--- src/rtl/dhte_pkg.sv ---
// Shared types and codes for the double hashing table engine.
// Used by dhte_probe_eval and double_hash_table_engine; no dependencies.
package dhte_pkg;

    // Field widths fixed by the interface
    localparam int OPCODE_W   = 2;
    localparam int KEY_W      = 64;
    localparam int TAG_W      = 8;
    localparam int HANDLE_W   = 16;
    localparam int STATUS_W   = 2;
    localparam int SLOT_IDX_W = 10;
    localparam int COUNT_W    = 11;
    localparam int CFG_IDX_W  = 1;
    localparam int CFG_DATA_W = 11;
    localparam int KIND_W     = 2;

    // Probe stride: key bits STRIDE_LSB upwards, STRIDE_W wide, forced odd
    localparam int STRIDE_LSB = 9;
    localparam int STRIDE_W   = 8;

    // Configuration register indexes and reset values
    localparam logic [CFG_IDX_W-1:0]  REG_LOAD_LIMIT     = 1'd0;
    localparam logic [CFG_IDX_W-1:0]  REG_REPACK_LIMIT   = 1'd1;
    localparam logic [CFG_DATA_W-1:0] LOAD_LIMIT_RESET   = 11'd800;
    localparam logic [CFG_DATA_W-1:0] REPACK_LIMIT_RESET = 11'd600;

    // Request opcodes
    localparam logic [OPCODE_W-1:0] OP_FIND   = 2'd0;
    localparam logic [OPCODE_W-1:0] OP_STORE  = 2'd1;
    localparam logic [OPCODE_W-1:0] OP_REMOVE = 2'd2;

    // Result status codes
    localparam logic [STATUS_W-1:0] ST_OK      = 2'd0;
    localparam logic [STATUS_W-1:0] ST_MISSING = 2'd1;
    localparam logic [STATUS_W-1:0] ST_DUP     = 2'd2;
    localparam logic [STATUS_W-1:0] ST_FULL    = 2'd3;

    // Slot kinds
    localparam logic [KIND_W-1:0] KIND_EMPTY   = 2'd0;
    localparam logic [KIND_W-1:0] KIND_LIVE    = 2'd1;
    localparam logic [KIND_W-1:0] KIND_DELETED = 2'd2;

    // One slot as held in the table memory
    typedef struct packed {
        logic [KIND_W-1:0]   kind;
        logic [KEY_W-1:0]    key;
        logic [TAG_W-1:0]    tag;
        logic [HANDLE_W-1:0] handle;
    } slot_word_t;

    localparam int SLOT_WORD_W = $bits(slot_word_t);

    // Decision for one probed slot, from the compare unit to the sequencer
    typedef struct packed {
        logic                stop;       // probe ends at this slot
        logic [STATUS_W-1:0] status;     // status when stopping here
        logic [STATUS_W-1:0] exhausted;  // status if the probe runs out
        logic                wr;         // rewrite this slot
        logic [KIND_W-1:0]   wr_kind;    // new kind of the slot
        logic                locate;     // report this slot's index
        logic                report;     // report type tag and handle
        logic                inc_live;
        logic                dec_live;
    } probe_dec_t;

endpackage

--- src/rtl/dhte_probe_eval.sv ---
// Compare unit: judges one probed slot against the pending request.
// Depends on dhte_pkg.
module dhte_probe_eval
    import dhte_pkg::*;
(
    input  logic [OPCODE_W-1:0] opcode,
    input  logic [KEY_W-1:0]    key,
    input  logic [TAG_W-1:0]    type_tag,
    input  logic [HANDLE_W-1:0] handle,
    input  logic                load_full,
    input  slot_word_t          slot,
    output probe_dec_t          dec
);

    logic is_empty;
    logic key_hit;

    assign is_empty = (slot.kind == KIND_EMPTY);
    assign key_hit  = (slot.kind == KIND_LIVE) && (slot.key == key);

    always_comb begin
        dec           = '0;
        dec.status    = ST_MISSING;
        dec.exhausted = ST_MISSING;
        dec.wr_kind   = KIND_EMPTY;
        unique case (opcode)
            OP_FIND: begin
                if (is_empty) begin
                    dec.stop = 1'b1;
                end else if (key_hit) begin
                    dec.stop   = 1'b1;
                    dec.status = ST_OK;
                    dec.locate = 1'b1;
                    dec.report = 1'b1;
                end
            end
            OP_STORE: begin
                dec.exhausted = ST_FULL;
                if (load_full) begin
                    // load limit reached: refuse before any probe matters
                    dec.stop   = 1'b1;
                    dec.status = ST_FULL;
                end else if (is_empty) begin
                    dec.stop     = 1'b1;
                    dec.status   = ST_OK;
                    dec.locate   = 1'b1;
                    dec.wr       = 1'b1;
                    dec.wr_kind  = KIND_LIVE;
                    dec.inc_live = 1'b1;
                end else if (key_hit && (slot.tag == type_tag)) begin
                    dec.stop   = 1'b1;
                    dec.status = ST_DUP;
                    dec.locate = 1'b1;
                end
            end
            OP_REMOVE: begin
                if (is_empty) begin
                    dec.stop = 1'b1;
                end else if (key_hit && (slot.handle == handle)) begin
                    dec.stop     = 1'b1;
                    dec.status   = ST_OK;
                    dec.locate   = 1'b1;
                    dec.wr       = 1'b1;
                    dec.wr_kind  = KIND_DELETED;
                    dec.dec_live = 1'b1;
                end
            end
            default: begin
                // unused opcode: no change, not found
                dec.stop = 1'b1;
            end
        endcase
    end

endmodule

--- config.mk ---
export PLATFORM = sky130hd
export DESIGN_NAME = dhte_probe_eval
export DESIGN_NICKNAME = d
export VERILOG_FILES = /design/src/rtl/dhte_pkg.sv /design/src/rtl/dhte_probe_eval.sv
export SDC_FILE = /design/constraint.sdc
export NUM_CORES = 1
export LEC_CHECK = 0
export BUFFER_PORTS_ARGS = -buffer_cell sky130_fd_sc_hd__buf_2
export CORE_MARGIN = 5
export CORE_UTILIZATION = 32
export DETAILED_ROUTE_END_ITERATION = 16
export PLACE_DENSITY = 0.83
export SLEW_MARGIN = 20
export SYNTH_ARGS = -nofsm -noshare
export SYNTH_HDL_FRONTEND = slang
export SYNTH_SLANG_ARGS = --single-unit
--- constraint.sdc ---
create_clock -name vclk -period 2.6
set_input_delay 0.13 -clock vclk [all_inputs]
set_output_delay 0.13 -clock vclk [all_outputs]
set_load 0.05 [all_outputs]
==> impl_metrics.env, run 1 <==
export IMPL_antenna_cells=0
export IMPL_finalWorstSetupSlack_ps=72.4
export IMPL_power_density_nw_per_um2=163
export IMPL_io_buffers=192
export IMPL_dr_pass1_iters=4
export IMPL_gr_total_overflow=0
export IMPL_hold_path_class="in -> out"
export IMPL_drc=0
export IMPL_seq_area_um2=0
export IMPL_syn_inst=180
export IMPL_routed_wl_met2_um=3460
export IMPL_syn_area_um2=1370
export IMPL_gp_congestion=0.854
export IMPL_syn_area_per_cell_um2=7.58
export IMPL_drive_gt1_share_pct=54.8
export IMPL_critPathMaxFanout=3
export IMPL_synthesis_nets=365
export IMPL_num_fill_cells=376
export IMPL_preCtsSetupSlack_ps=-270
export IMPL_fin_setup_tns_ps=0
export IMPL_hold_depth=3
export IMPL_viasPerCell=4.77
export IMPL_whs_ps=656
export IMPL_finalHoldViolCount=0
export IMPL_clock_fmax_ghz=0.396
export IMPL_cp_end_kind="primary output"
export IMPL_utilization_pct=61.2
export IMPL_power_uw=405
export IMPL_slew_limit_headroom_pct=61.2
export IMPL_dp_cells=424
export IMPL_p_leak_nw=1.17
export IMPL_antenna_found_initial=0
export IMPL_grt_pass1_wl_um=9050
export IMPL_start_util_pct=33.6
export IMPL_vias=2022
export IMPL_synthToLayoutAreaGrowth_pct=81.9
export IMPL_ys_warnings_count=0
export IMPL_slew_violations=0
export IMPL_period_share_pct=97.2
export IMPL_required_ps=2470
export IMPL_synth_cell_types=30
export IMPL_dpl_cell_area_um2=2420
export IMPL_hpwlAfterDp_um=5810
export IMPL_io_pin_count=193
export IMPL_vdd_ir_drop_max_v=0.0000971
export IMPL_fin_area_um2=2480
export IMPL_die_y_um=75.3
export IMPL_rsz0062_at_grt="yes"
export IMPL_grt_pass1_vias=2135
export IMPL_netlist_top_cells_area="xnor2_1, nand4_1, xor2_1"
export IMPL_arrival_ps=2400
export IMPL_yosys_area_top_type_share_pct=48.8
export IMPL_synth_most_common_cell="xnor2_1"
export IMPL_highest_layer="met4"
export IMPL_drt_wl_total_um=6120
export IMPL_setup_viol=0
export IMPL_rows=23
export IMPL_clockBufferCount=0
export IMPL_cap_violations=0
export IMPL_core_um2=4060
export IMPL_synth_top_cell_by_area="xnor2_1"
export IMPL_yosysSeqAreaShare_pct=0
export IMPL_nets=561
export IMPL_antenna_left=0
export IMPL_wl_per_cell_um=14.4
export IMPL_grtUsageTotal_pct=20.0
export IMPL_min_period_ps=2530
export IMPL_n_sequential_cell=0
export IMPL_fp_dieArea_um2=5670
export IMPL_fp_dieW_um=75.3
export IMPL_first_iter_violations=55
export IMPL_grt_max_degree=8
export IMPL_synthTopCellsByCount="xnor2_1, nand4_1, xor2_1, nand2_1, nor4_1"
export IMPL_m1WireLength_um=1920
export IMPL_layout_cells_non_filler=424
export IMPL_crit_type="in -> out"
export IMPL_run_status="finished, final reports clean"
export IMPL_critPathLaunchType="primary input"
export IMPL_wl_met3_um=721
export IMPL_tightest_slew_ps=576
export IMPL_post_cts_buffers=0
## cells in the final DEF, fill, tap and decap left out, drive strengths merged, types with 2 or more instances in the layout
cell type  instances
nand4b             2
nor2b              2
nor2               4
buf              196
ha                 4
nor3               3
nand3              3
xnor2             76
nor4              10
a21oi              2
nor4b              4
nand2              9
and2               4
xor2              12
or4                3
o21ai              2
inv                5
nand4             24
## repair_timing
item                       CTS  global route
setup endpoints to repair    4             4
resized for setup            9             5
hold buffers                 0             0
pin swaps                    3             2
## path summary, 6_finish.rpt
| path | startpoint | end | slack (ps) |
|---|---|---|---|
| setup / recovery | slot[70] | dec[0] | 70 |
| hold / removal | slot[88] | dec[1] | 660 |
## power breakdown
part           switching, mW  internal, mW  leakage, nW
clock network              0             0            0
registers                  0             0            0
logic                  0.186         0.219         1.17
total                  0.186         0.219         1.17
## cell type report
type	instances	area (um^2)	share of cell area [%]
Tap cell	50	62.6	2.52
Multi-Input combinational cell	173	1380	55.4
Inverter	5	18.8	0.756
Timing Repair Buffer	196	1030	41.3
## metal layers
layer | global-route usage [%] | vias up
met5 | 0 | -
met4 | 0.583 | 0
met3 | 3.69 | 2
met2 | 42.5 | 110
met1 | 20.9 | 876
li1 | - | 1034
## cells by family after synthesis
group | share of synthesized area, %
compound gates | 4.86
mux | 0.825
xor+xnor | 56.5
simple gates | 31.4
buf+inv | 2.47
other cells | 0.275
fa+ha+maj | 3.67
## critical path: stages
cell and delay (ps):
buf_6 100, xor2_2 170, or4_1 520, or4b_4 500, nor4_4 250, nand3_1 110, nor4_2 150, buf_4 160
and2_4 150, buf_6 150
Power figures use the tool's default switching activity.
==> run 2: changes to the inputs <==
- CORE_AREA: unset -> 5 5 71 73
- CORE_MARGIN: 5 -> unset
- CORE_UTILIZATION: 32 -> unset
- DIE_AREA: unset -> 0 0 76 78
- REMOVE_ABC_BUFFERS: unset -> 1
- clock period: 2.6 -> 3.23 ns (I/O delays scaled with it)
==> impl_metrics.env, run 2 (synthesized netlist as in run 1, its figures left out) <==
export IMPL_io_buffers=192
export IMPL_num_fill_cells=416
export IMPL_rows=24
export IMPL_slew_limit_headroom_pct=58.8
export IMPL_wl_per_cell_um=14.3
export IMPL_power_density_nw_per_um2=132
export IMPL_utilization_pct=55.3
export IMPL_period_share_pct=91.3
export IMPL_rsz0062_at_grt="no"
export IMPL_viasPerCell=4.83
export IMPL_final_common_cell="buf_2"
export IMPL_grt_max_degree=8
export IMPL_required_ps=3070
export IMPL_antenna_cells=0
export IMPL_vias=2037
export IMPL_drive_gt1_share_pct=53.0
export IMPL_first_iter_violations=25
export IMPL_clock_fmax_ghz=0.339
export IMPL_dr_pass1_iters=4
export IMPL_clockBufferCount=0
export IMPL_cap_violations=0
export IMPL_fp_dieArea_um2=5930
export IMPL_seq_area_um2=0
export IMPL_grt_pass1_vias=2249
export IMPL_antenna_left=0
export IMPL_slew_violations=0
export IMPL_critPathLaunchType="primary input"
export IMPL_vdd_ir_drop_max_v=0.0000833
export IMPL_gp_congestion=0.903
export IMPL_whs_ps=728
export IMPL_post_cts_buffers=0
export IMPL_drt_wl_total_um=6020
export IMPL_hpwlAfterDp_um=5730
export IMPL_fp_dieW_um=76
export IMPL_run_status="finished, final reports clean"
export IMPL_hold_buffers=0
export IMPL_finalHoldViolCount=0
export IMPL_io_pin_count=193
export IMPL_start_util_pct=31.8
export IMPL_drc=0
export IMPL_hold_path_class="in -> out"
export IMPL_nets=557
export IMPL_synthToLayoutAreaGrowth_pct=74.1
export IMPL_final_cell_mix="buf_2, xnor2_1, nand4_1"
export IMPL_die_y_um=78
export IMPL_cp_end_kind="primary output"
export IMPL_min_period_ps=2950
export IMPL_antenna_found_initial=0
export IMPL_gr_total_overflow=0
export IMPL_grtUsageTotal_pct=18.4
export IMPL_tightest_slew_ps=609
export IMPL_post_cts_resized=0
export IMPL_crit_type="in -> out"
export IMPL_grt_pass1_wl_um=9490
export IMPL_core_um2=4290
export IMPL_critPathMaxFanout=3
export IMPL_setup_viol=0
export IMPL_p_leak_nw=1.13
export IMPL_n_sequential_cell=0
export IMPL_arrival_ps=2790
[run 2: path summary, 6_finish.rpt]
| check | from | endpoint | slack (ps) | cells past startpoint |
|---|---|---|---|---|
| max | key[46] | dec[0] | 280 | 9 |
| min | load_full | dec[1] | 730 | 3 |
[run 2: metrics by stage]
step                instances  instance area (um^2)  setup slack (ps)  setup TNS, ps  total power [mW]
floorplan                 178                  1350              -406           -946             0.156
global placement          422                  2380               314              0             0.307
detailed placement        422                  2380               257              0             0.314
CTS                       422                  2380               256              0             0.315
global route              422                  2380               103              0             0.343
finish                    422                  2380               281              0             0.314
[run 2: worst max-delay path: stages]
cell,delay [ps]
buf_2,100
xor2_1,160
or4_1,510
or4b_1,520
nor4_1,300
nand3_1,170
nor4_2,380
and2_1,210
buf_2,270
[run 2: cell type report]
class | count | area (um^2) | area share (%)
Timing Repair Buffer | 192 | 961 | 40.4
Inverter | 5 | 18.8 | 0.790
Tap cell | 52 | 65.1 | 2.74
Multi-Input combinational cell | 173 | 1330 | 56.0
[run 2: routing by layer]
layer	GRT usage (%)	part of all wire, %	vias up
met4	1.60	0.80	0
met5	0	0	-
met2	38.2	55	118
li1	-	-	1025
met3	3.24	8.8	4
met1	19.6	36	890
[run 2: power breakdown]
group / total, mW / switching (mW) / internal (mW)
combinational: 0.314 / 0.146 / 0.168
sequential: 0 / 0 / 0
clock: 0 / 0 / 0
