File: src/rtl/dhte_ram.sv
// Generic single write port, single read port RAM with registered read.
// No dependencies.
module dhte_ram #(
    parameter int WIDTH = 8,
    parameter int DEPTH = 16
) (
    input  logic                     aclk,
    input  logic                     we,
    input  logic [$clog2(DEPTH)-1:0] waddr,
    input  logic [WIDTH-1:0]         wdata,
    input  logic [$clog2(DEPTH)-1:0] raddr,
    output logic [WIDTH-1:0]         rdata
);

    logic [WIDTH-1:0] mem [DEPTH];

    always_ff @(posedge aclk) begin
        if (we) begin
            mem[waddr] <= wdata;
        end
        rdata <= mem[raddr];
    end

endmodule

File: config.mk
export PLATFORM = sky130hd
export DESIGN_NAME = dhte_ram
export DESIGN_NICKNAME = d
export VERILOG_FILES = /design/src/rtl/dhte_ram.sv
export SDC_FILE = /design/constraint.sdc
export NUM_CORES = 1
export LEC_CHECK = 0
export BUFFER_PORTS_ARGS = -buffer_cell sky130_fd_sc_hd__buf_2
export CAP_MARGIN = 20
export CORE_MARGIN = 10
export CORE_UTILIZATION = 54
export DETAILED_ROUTE_END_ITERATION = 8
export GPL_ROUTABILITY_DRIVEN = 0
export GPL_TIMING_DRIVEN = 0
export PLACE_DENSITY = 0.79
export SLEW_MARGIN = 20
export SYNTH_ARGS = -nofsm -noshare
export SYNTH_HDL_FRONTEND = slang
export SYNTH_SLANG_ARGS = --single-unit
export TNS_END_PERCENT = 50
File: constraint.sdc
create_clock -name aclk -period 1.9 [get_ports aclk]
set_input_delay 0.38 -clock aclk [delete_from_list [all_inputs] [get_ports aclk]]
set_output_delay 0.38 -clock aclk [all_outputs]
set_load 0.02 [all_outputs]
==> flow_metrics.env, run 1 <==
export IMPL_antenna_left=0
export IMPL_cts_max_level=4
export IMPL_slew_violations=0
export IMPL_vias=2377
export IMPL_synth_top_area_share_pct=74.7
export IMPL_async_flop_share_pct=0
export IMPL_status="complete, no violations"
export IMPL_place_ws_ns=-0.176
export IMPL_io_buffer_count=24
export IMPL_clockBufferDepth=2
export IMPL_cts_setup_buffers=0
export IMPL_insertion_delay_ns=0.52
export IMPL_synth_cell_types=19
export IMPL_start_util_pct=55.7
export IMPL_post_drt_wl_per_cell_um=23.7
export IMPL_via_per_inst=5.73
export IMPL_wl_um=9850
export IMPL_yosysSeqAreaShare_pct=77.8
export IMPL_yosys_warnings=0
export IMPL_rsz0062_at_grt="no"
export IMPL_fin_ws_ns=0.362
export IMPL_cap_viol_max_count=0
export IMPL_required_ns=2.03
export IMPL_grt_overflow=0
export IMPL_cts_made_buffers=17
export IMPL_post_cts_resized=0
export IMPL_fmax_ghz=0.650
export IMPL_met1_length_um=4100
export IMPL_ir_drop_mv=0.816
export IMPL_synth_ff_type="edfxtp_1"
export IMPL_die_y_um=118
export IMPL_syn_nets=247
export IMPL_hold_viol_final=0
export IMPL_path_clk_slew_ns=0.06
export IMPL_grt_pass1_vias=2496
export IMPL_area_growth_syn_to_layout_pct=17.5
export IMPL_fin_crit_sh_pct=81.0
export IMPL_synthTopCellsByArea="edfxtp_1 75%, mux4_2 7.9%, mux4_1 7.1%"
export IMPL_cp_start_kind="primary input"
export IMPL_diodes=0
export IMPL_antenna_found_initial=0
export IMPL_tightest_slew_ns=0.849
export IMPL_p_leak_nw=2.03
export IMPL_synth_seq_cells=136
export IMPL_cts_tree="done"
export IMPL_top_layer_used="met4"
export IMPL_crit_fanout=8
export IMPL_grt_pass1_wl_um=15000
export IMPL_drtIter0Drc=177
export IMPL_worstSetupPathType="primary input to flip-flop"
export IMPL_period_minus_slack_ns=1.54
export IMPL_root_buffer="clkbuf_8"
export IMPL_hold_buffers=0
export IMPL_synth_edff_count=128
export IMPL_final_cell_count_no_fill=415
export IMPL_finish_net_count=291
export IMPL_die_area_sq_um=13800
export IMPL_finalSetupViolCount=0
export IMPL_drcViolationCount=0
export IMPL_synth_top_area_cell="edfxtp_1"
export IMPL_grt_max_degree=17
export IMPL_dp_hpwl_um=6230
export IMPL_routed_wl_met2_um=4670
export IMPL_groute_usage_overall_pct=14.9
export IMPL_fin_worst_skew_ns=0.0124
export IMPL_slew_headroom_pct=43.2
export IMPL_dp_cells=383
export IMPL_cp_end_kind="flip-flop"
export IMPL_synth_most_common_cell="edfxtp_1"
export IMPL_rows=35
export IMPL_synth_cells=229
export IMPL_core_sq_um=9240
export IMPL_final_core_util_pct=65.5
export IMPL_crit_arrival_ns=1.67
export IMPL_met3_length_um=886
export IMPL_die_w_um=118
export IMPL_syn_area_sq_um=5150
export IMPL_hp_class="primary input to flip-flop"
export IMPL_first_pass_iters=4
export IMPL_power_density_nw_per_um2=1150
export IMPL_clock_sinks=136
export IMPL_ys_top_cells_by_count="128 x edfxtp_1, 18 x mux4_2, 16 x a22oi_1"
export IMPL_avgSynthCellArea_sq_um=22.5
export IMPL_ios=26
export IMPL_drive_gt1_share_pct=31.1
-- kinds of logic after synthesis --
family | Yosys count | share of synthesized area, %
AO/OA/AOI/OAI | 16 | 2.33
buffers and inverters | 10 | 1.68
flip-flops | 136 | 77.8
multiplexers | 32 | 15.0
AND/OR/NAND/NOR | 35 | 3.18
-- worst max-delay path: stages --
cell and delay, ns:
buf_2 0.12, or3b_2 0.53, nor3_2 0.64
-- path summary, 6_finish.rpt --
check | startpoint | to | slack [ns] | depth (start not counted)
hold / removal | wdata[5] | mem[13][5]$_DFFE_PP_ | 0.27 | 1
hold reg to reg | mem[8][1]$_DFFE_PP_ | rdata[1]$_DFF_P_ | 0.69 | 3
setup / recovery | waddr[2] | mem[0][5]$_DFFE_PP_ | 0.36 | 3
setup reg to reg | mem[9][5]$_DFFE_PP_ | rdata[5]$_DFF_P_ | 0.50 | 3
-- metrics by stage --
stage	hold slack, ns	total power [mW]	area [sq um]	setup TNS, ns
3_3_place_gp	0.659	3.76	5430	-9.43
6_report	0.269	6.96	6050	0
4_1_cts	0.246	7.01	6040	0
5_1_grt	0.247	7.18	6050	0
3_5_place_dp	0.677	3.78	5440	-5.62
2_1_floorplan	0.479	3.63	5150	0
-- flip-flops by register name, indices dropped and copies added, names as in the netlist --
name	cells
mem	128
rdata	8
-- cells in the final DEF (no fill, tap or decap), drive strengths merged, types with 4 or more instances in the layout --
master | netlist | routed
edfxtp | 128 | 128
buf | 7 | 32
mux4 | 32 | 32
clkbuf | 0 | 18
a22oi | 16 | 16
nor2 | 13 | 13
nand2 | 9 | 9
dfxtp | 8 | 8
clkinvlp | 0 | 5
nor3 | 4 | 4
clkinv | 0 | 4
-- area by class of cell --
cell class | instances | area (sq um)
plain buffers | 10 | 86.3
clock buffers | 18 | 428
clock inverters | 14 | 173
fillers | 584 | 3190
multi-input cells | 83 | 1070
flip-flops and latches | 136 | 4000
well taps | 129 | 161
repair buffers | 25 | 125
-- routing by layer --
layer | GRT usage (%) | vias to the layer above
met4 | 7.34 | 0
met5 | 0 | -
met3 | 4.89 | 12
met2 | 22.0 | 111
met1 | 19.4 | 1196
li1 | - | 1058
-- report_power, final --
group / internal, mW / switching [mW]
clock network: 2.04 / 1.21
logic: 0.134 / 0.207
registers: 3.35 / 0.0158
total: 5.53 / 1.43
No activity file was read; power rests on OpenSTA's default activity.
==> inputs of run 2 (changes only) <==
- ABC_AREA: not set -> 1
- CORE_UTILIZATION: 54 -> 55
- PLACE_DENSITY: 0.79 -> 0.8
- clock period: 1.9 -> 1.25 ns (I/O delays scaled with it)
==> run 2 against run 1 <==
- the run now ends with setup timing left
- area after synthesis increased by 12%
- hold slack got worse by 0.15 ns
- via count increased by 75%
- sequential share of layout area decreased by 7.1 points
- total power increased by 69%
- cell count increased by 79%
- non-clock buffer count increased by 11
- first-iteration DRC count increased to 3.2 times the previous value
- utilization increased by 0.55 points
- combinational power increased by 110%
==> flow_metrics.env, run 2 <==
export IMPL_status="complete, but fails checks"
export IMPL_violations="setup timing"
export IMPL_syn_nets=569
export IMPL_diodes=0
export IMPL_cts_tree="done"
export IMPL_cts_max_level=4
export IMPL_worstSetupPathType="primary input to flip-flop"
export IMPL_first_pass_iters=7
export IMPL_multiInputGateArea_sq_um=1220
export IMPL_p_int_mw=9.36
export IMPL_ir_drop_mv=1.20
export IMPL_drcViolationCount=0
export IMPL_fin_crit_sh_pct=102
export IMPL_die_y_um=122
export IMPL_rows=37
export IMPL_finish_net_count=610
export IMPL_syn_area_sq_um=5770
export IMPL_synth_top_area_share_pct=66.7
export IMPL_final_cell_mix="173 x nand2_1, 128 x edfxtp_1, 100 x inv_1"
export IMPL_synth_cells=551
export IMPL_die_area_sq_um=15000
export IMPL_synth_cell_types=12
export IMPL_fin_worst_skew_ns=0.00613
export IMPL_ys_top_cells_by_count="173 x nand2_1, 128 x edfxtp_1, 100 x inv_1"
export IMPL_synthSimpleGateAreaFrac_pct=21.0
export IMPL_clock_sinks=136
export IMPL_power_density_nw_per_um2=1730
export IMPL_ios=26
export IMPL_root_buffer="clkbuf_8"
export IMPL_p_seq_share_pct=43.8
export IMPL_fmax_ghz=0.784
export IMPL_synth_top_area_cell="edfxtp_1"
export IMPL_vias=4149
export IMPL_reg2reg_depth=6
export IMPL_cts_setup_buffers=0
export IMPL_antenna_found_initial=0
export IMPL_reg_top3="mem (128), rdata (8)"
export IMPL_cp_endpoint="mem[5][1]$_DFFE_PP_"
export IMPL_antenna_left=0
export IMPL_largest_reg_flops=128
export IMPL_via_per_inst=5.60
export IMPL_regMostFlops="mem"
export IMPL_mostFrequentLayoutCell="nand2_1"
export IMPL_post_drt_wl_per_cell_um=19.4
export IMPL_stdcell_area_sq_um=6790
export IMPL_crit_fanout=8
export IMPL_rsz0062_at_grt="no"
export IMPL_slew_headroom_pct=30.2
export IMPL_synthTopCellsByArea="edfxtp_1 67%, nand2_1 11%, nand3_1 8.4%"
export IMPL_grt_max_degree=17
export IMPL_synth_edff_count=128
export IMPL_synth_compound_area_share_pct=0
export IMPL_clockBufferDepth=2
export IMPL_startpoint="waddr[3]"
export IMPL_timing_rr_end="rdata[1]$_DFF_P_"
export IMPL_synth_seq_cells=136
export IMPL_cts_made_buffers=17
export IMPL_crit_arrival_ns=1.43
export IMPL_dp_hpwl_um=8920
export IMPL_synth_area_mux_share_pct=0
export IMPL_die_w_um=122
export IMPL_power_frac_comb_pct=6.2
export IMPL_path_clk_slew_ns=0.06
export IMPL_slew_violations=0
export IMPL_drive_gt1_share_pct=13.4
export IMPL_grt_overflow=0
export IMPL_cp_start_kind="primary input"
export IMPL_cap_viol_max_count=0
export IMPL_io_buffer_count=22
export IMPL_synth_most_common_cell="nand2_1"
export IMPL_grt_pass1_wl_um=21900
export IMPL_wl_um=14400
export IMPL_hold_viol_final=0
export IMPL_swShare_pct=20.2
export IMPL_start_util_pct=56.1
export IMPL_insertion_delay_ns=0.53
export IMPL_synth_xor_area_share_pct=0
export IMPL_tightest_slew_ns=1.04
export IMPL_synth_adder_area_share_pct=0
export IMPL_period_minus_slack_ns=1.28
export IMPL_r2r_start="mem[0][1]$_DFFE_PP_"
export IMPL_r2r_slack_ns=0.16
export IMPL_cp_end_kind="flip-flop"
export IMPL_fin_ws_ns=-0.0254
export IMPL_core_sq_um=10300
export IMPL_synth_top_family_by_area="simple AND/OR/NAND/NOR gates"
export IMPL_avgSynthCellArea_sq_um=10.5
export IMPL_place_ws_ns=-0.494
export IMPL_dp_cells=709
export IMPL_fillers=743
export IMPL_finalSetupViolCount=8
export IMPL_dpl_instance_area_sq_um=6050
export IMPL_yosys_warnings=0
export IMPL_hp_class="primary input to flip-flop"
export IMPL_area_growth_syn_to_layout_pct=17.7
export IMPL_groute_usage_overall_pct=19.9
export IMPL_clock_power_share_pct=50.0
export IMPL_async_flop_share_pct=0
export IMPL_p_leak_nw=2.96
export IMPL_register_area_sq_um=4010
export IMPL_required_ns=1.40
export IMPL_synth_ff_type="edfxtp_1"
export IMPL_p_switching_mw=2.37
export IMPL_drtIter0Drc=560
export IMPL_yosysSeqAreaShare_pct=69.4
export IMPL_final_cell_count_no_fill=741
export IMPL_grt_pass1_vias=3988
==> run 2: cell types whose count changed in the layout (fill, tap and decap cells not counted), moves of 5 or more <==
cell	delta
buf_6	+7
bufinv_16	+5
inv_1	+100
mux4_1	-14
mux4_2	-18
nand2_1	+164
buf_4	+7
a22oi_1	-16
nand3_1	+96
==> run 2: cell families after synthesis <==
logic type / after synthesis
flip-flops: 136
buffers and inverters: 126
AND/OR/NAND/NOR: 289
==> run 2: timing repair <==
| action | CTS | global route |
|---|---|---|
| setup endpoints to repair | 5 | 11 |
| gates resized for setup | 5 | 12 |
| endpoints found under the hold margin | 0 | 0 |
| hold buffers | 0 | 0 |
==> run 2: how the worst min path moves through the flow <==
stage                     slack (ns)      from  cells past startpoint                   to
after detailed placement        0.66  wdata[2]                      1  mem[1][2]$_DFFE_PP_
final                           0.12  wdata[2]                      1  mem[4][2]$_DFFE_PP_
after global routing            0.12  wdata[2]                      1  mem[1][2]$_DFFE_PP_
after CTS                       0.11  wdata[2]                      1  mem[2][2]$_DFFE_PP_
after floorplan                 0.35  wdata[0]                      0  mem[0][0]$_DFFE_PP_
after global placement          0.64  wdata[2]                      1  mem[1][2]$_DFFE_PP_
==> run 2: critical path, cell delays in order <==
cell      delay (ns)
buf_2           0.12
nand3b_1        0.23
nor2_1          0.82
==> run 2: power groups by stage <==
stage	Combinational [mW]	Sequential [mW]	Clock (mW)
finish	0.733	5.13	5.87
global route	0.784	5.14	6.08
CTS	0.700	5.13	5.87
detailed placement	0.675	5.22	0
global placement	0.655	5.21	0
floorplan	0.360	5.25	0
==> run 2: metrics by stage <==
stage               power (mW)  utilization (%)  TNS (ns)  hold slack, ns
floorplan                 5.61                -         0           0.349
finish                    11.7             66.0    -0.177           0.120
global route              12.0             66.0         0           0.116
global placement          5.87             58.8    -40.15           0.641
CTS                       11.7             65.7         0           0.105
detailed placement        5.89             58.8    -46.42           0.658
==> run 2: layout make-up <==
type                    count  share of cell area, %
inverters                 102                   5.64
repair buffers             22                   2.14
clock buffers              19                   6.21
well taps                 136                   2.51
plain buffers              24                   2.45
clock inverters            13                   4.04
multi-input cells         289                   17.9
flip-flops and latches    136                   59.1
==> run 2: layer usage <==
metal | global-route usage (%) | vias up | part of all wire [%]
met1 | 25.1 | 1928 | 37
met4 | 8.91 | 0 | 2.7
met5 | 0 | - | 0
met2 | 31.5 | 317 | 49
li1 | - | 1859 | -
met3 | 5.69 | 45 | 12
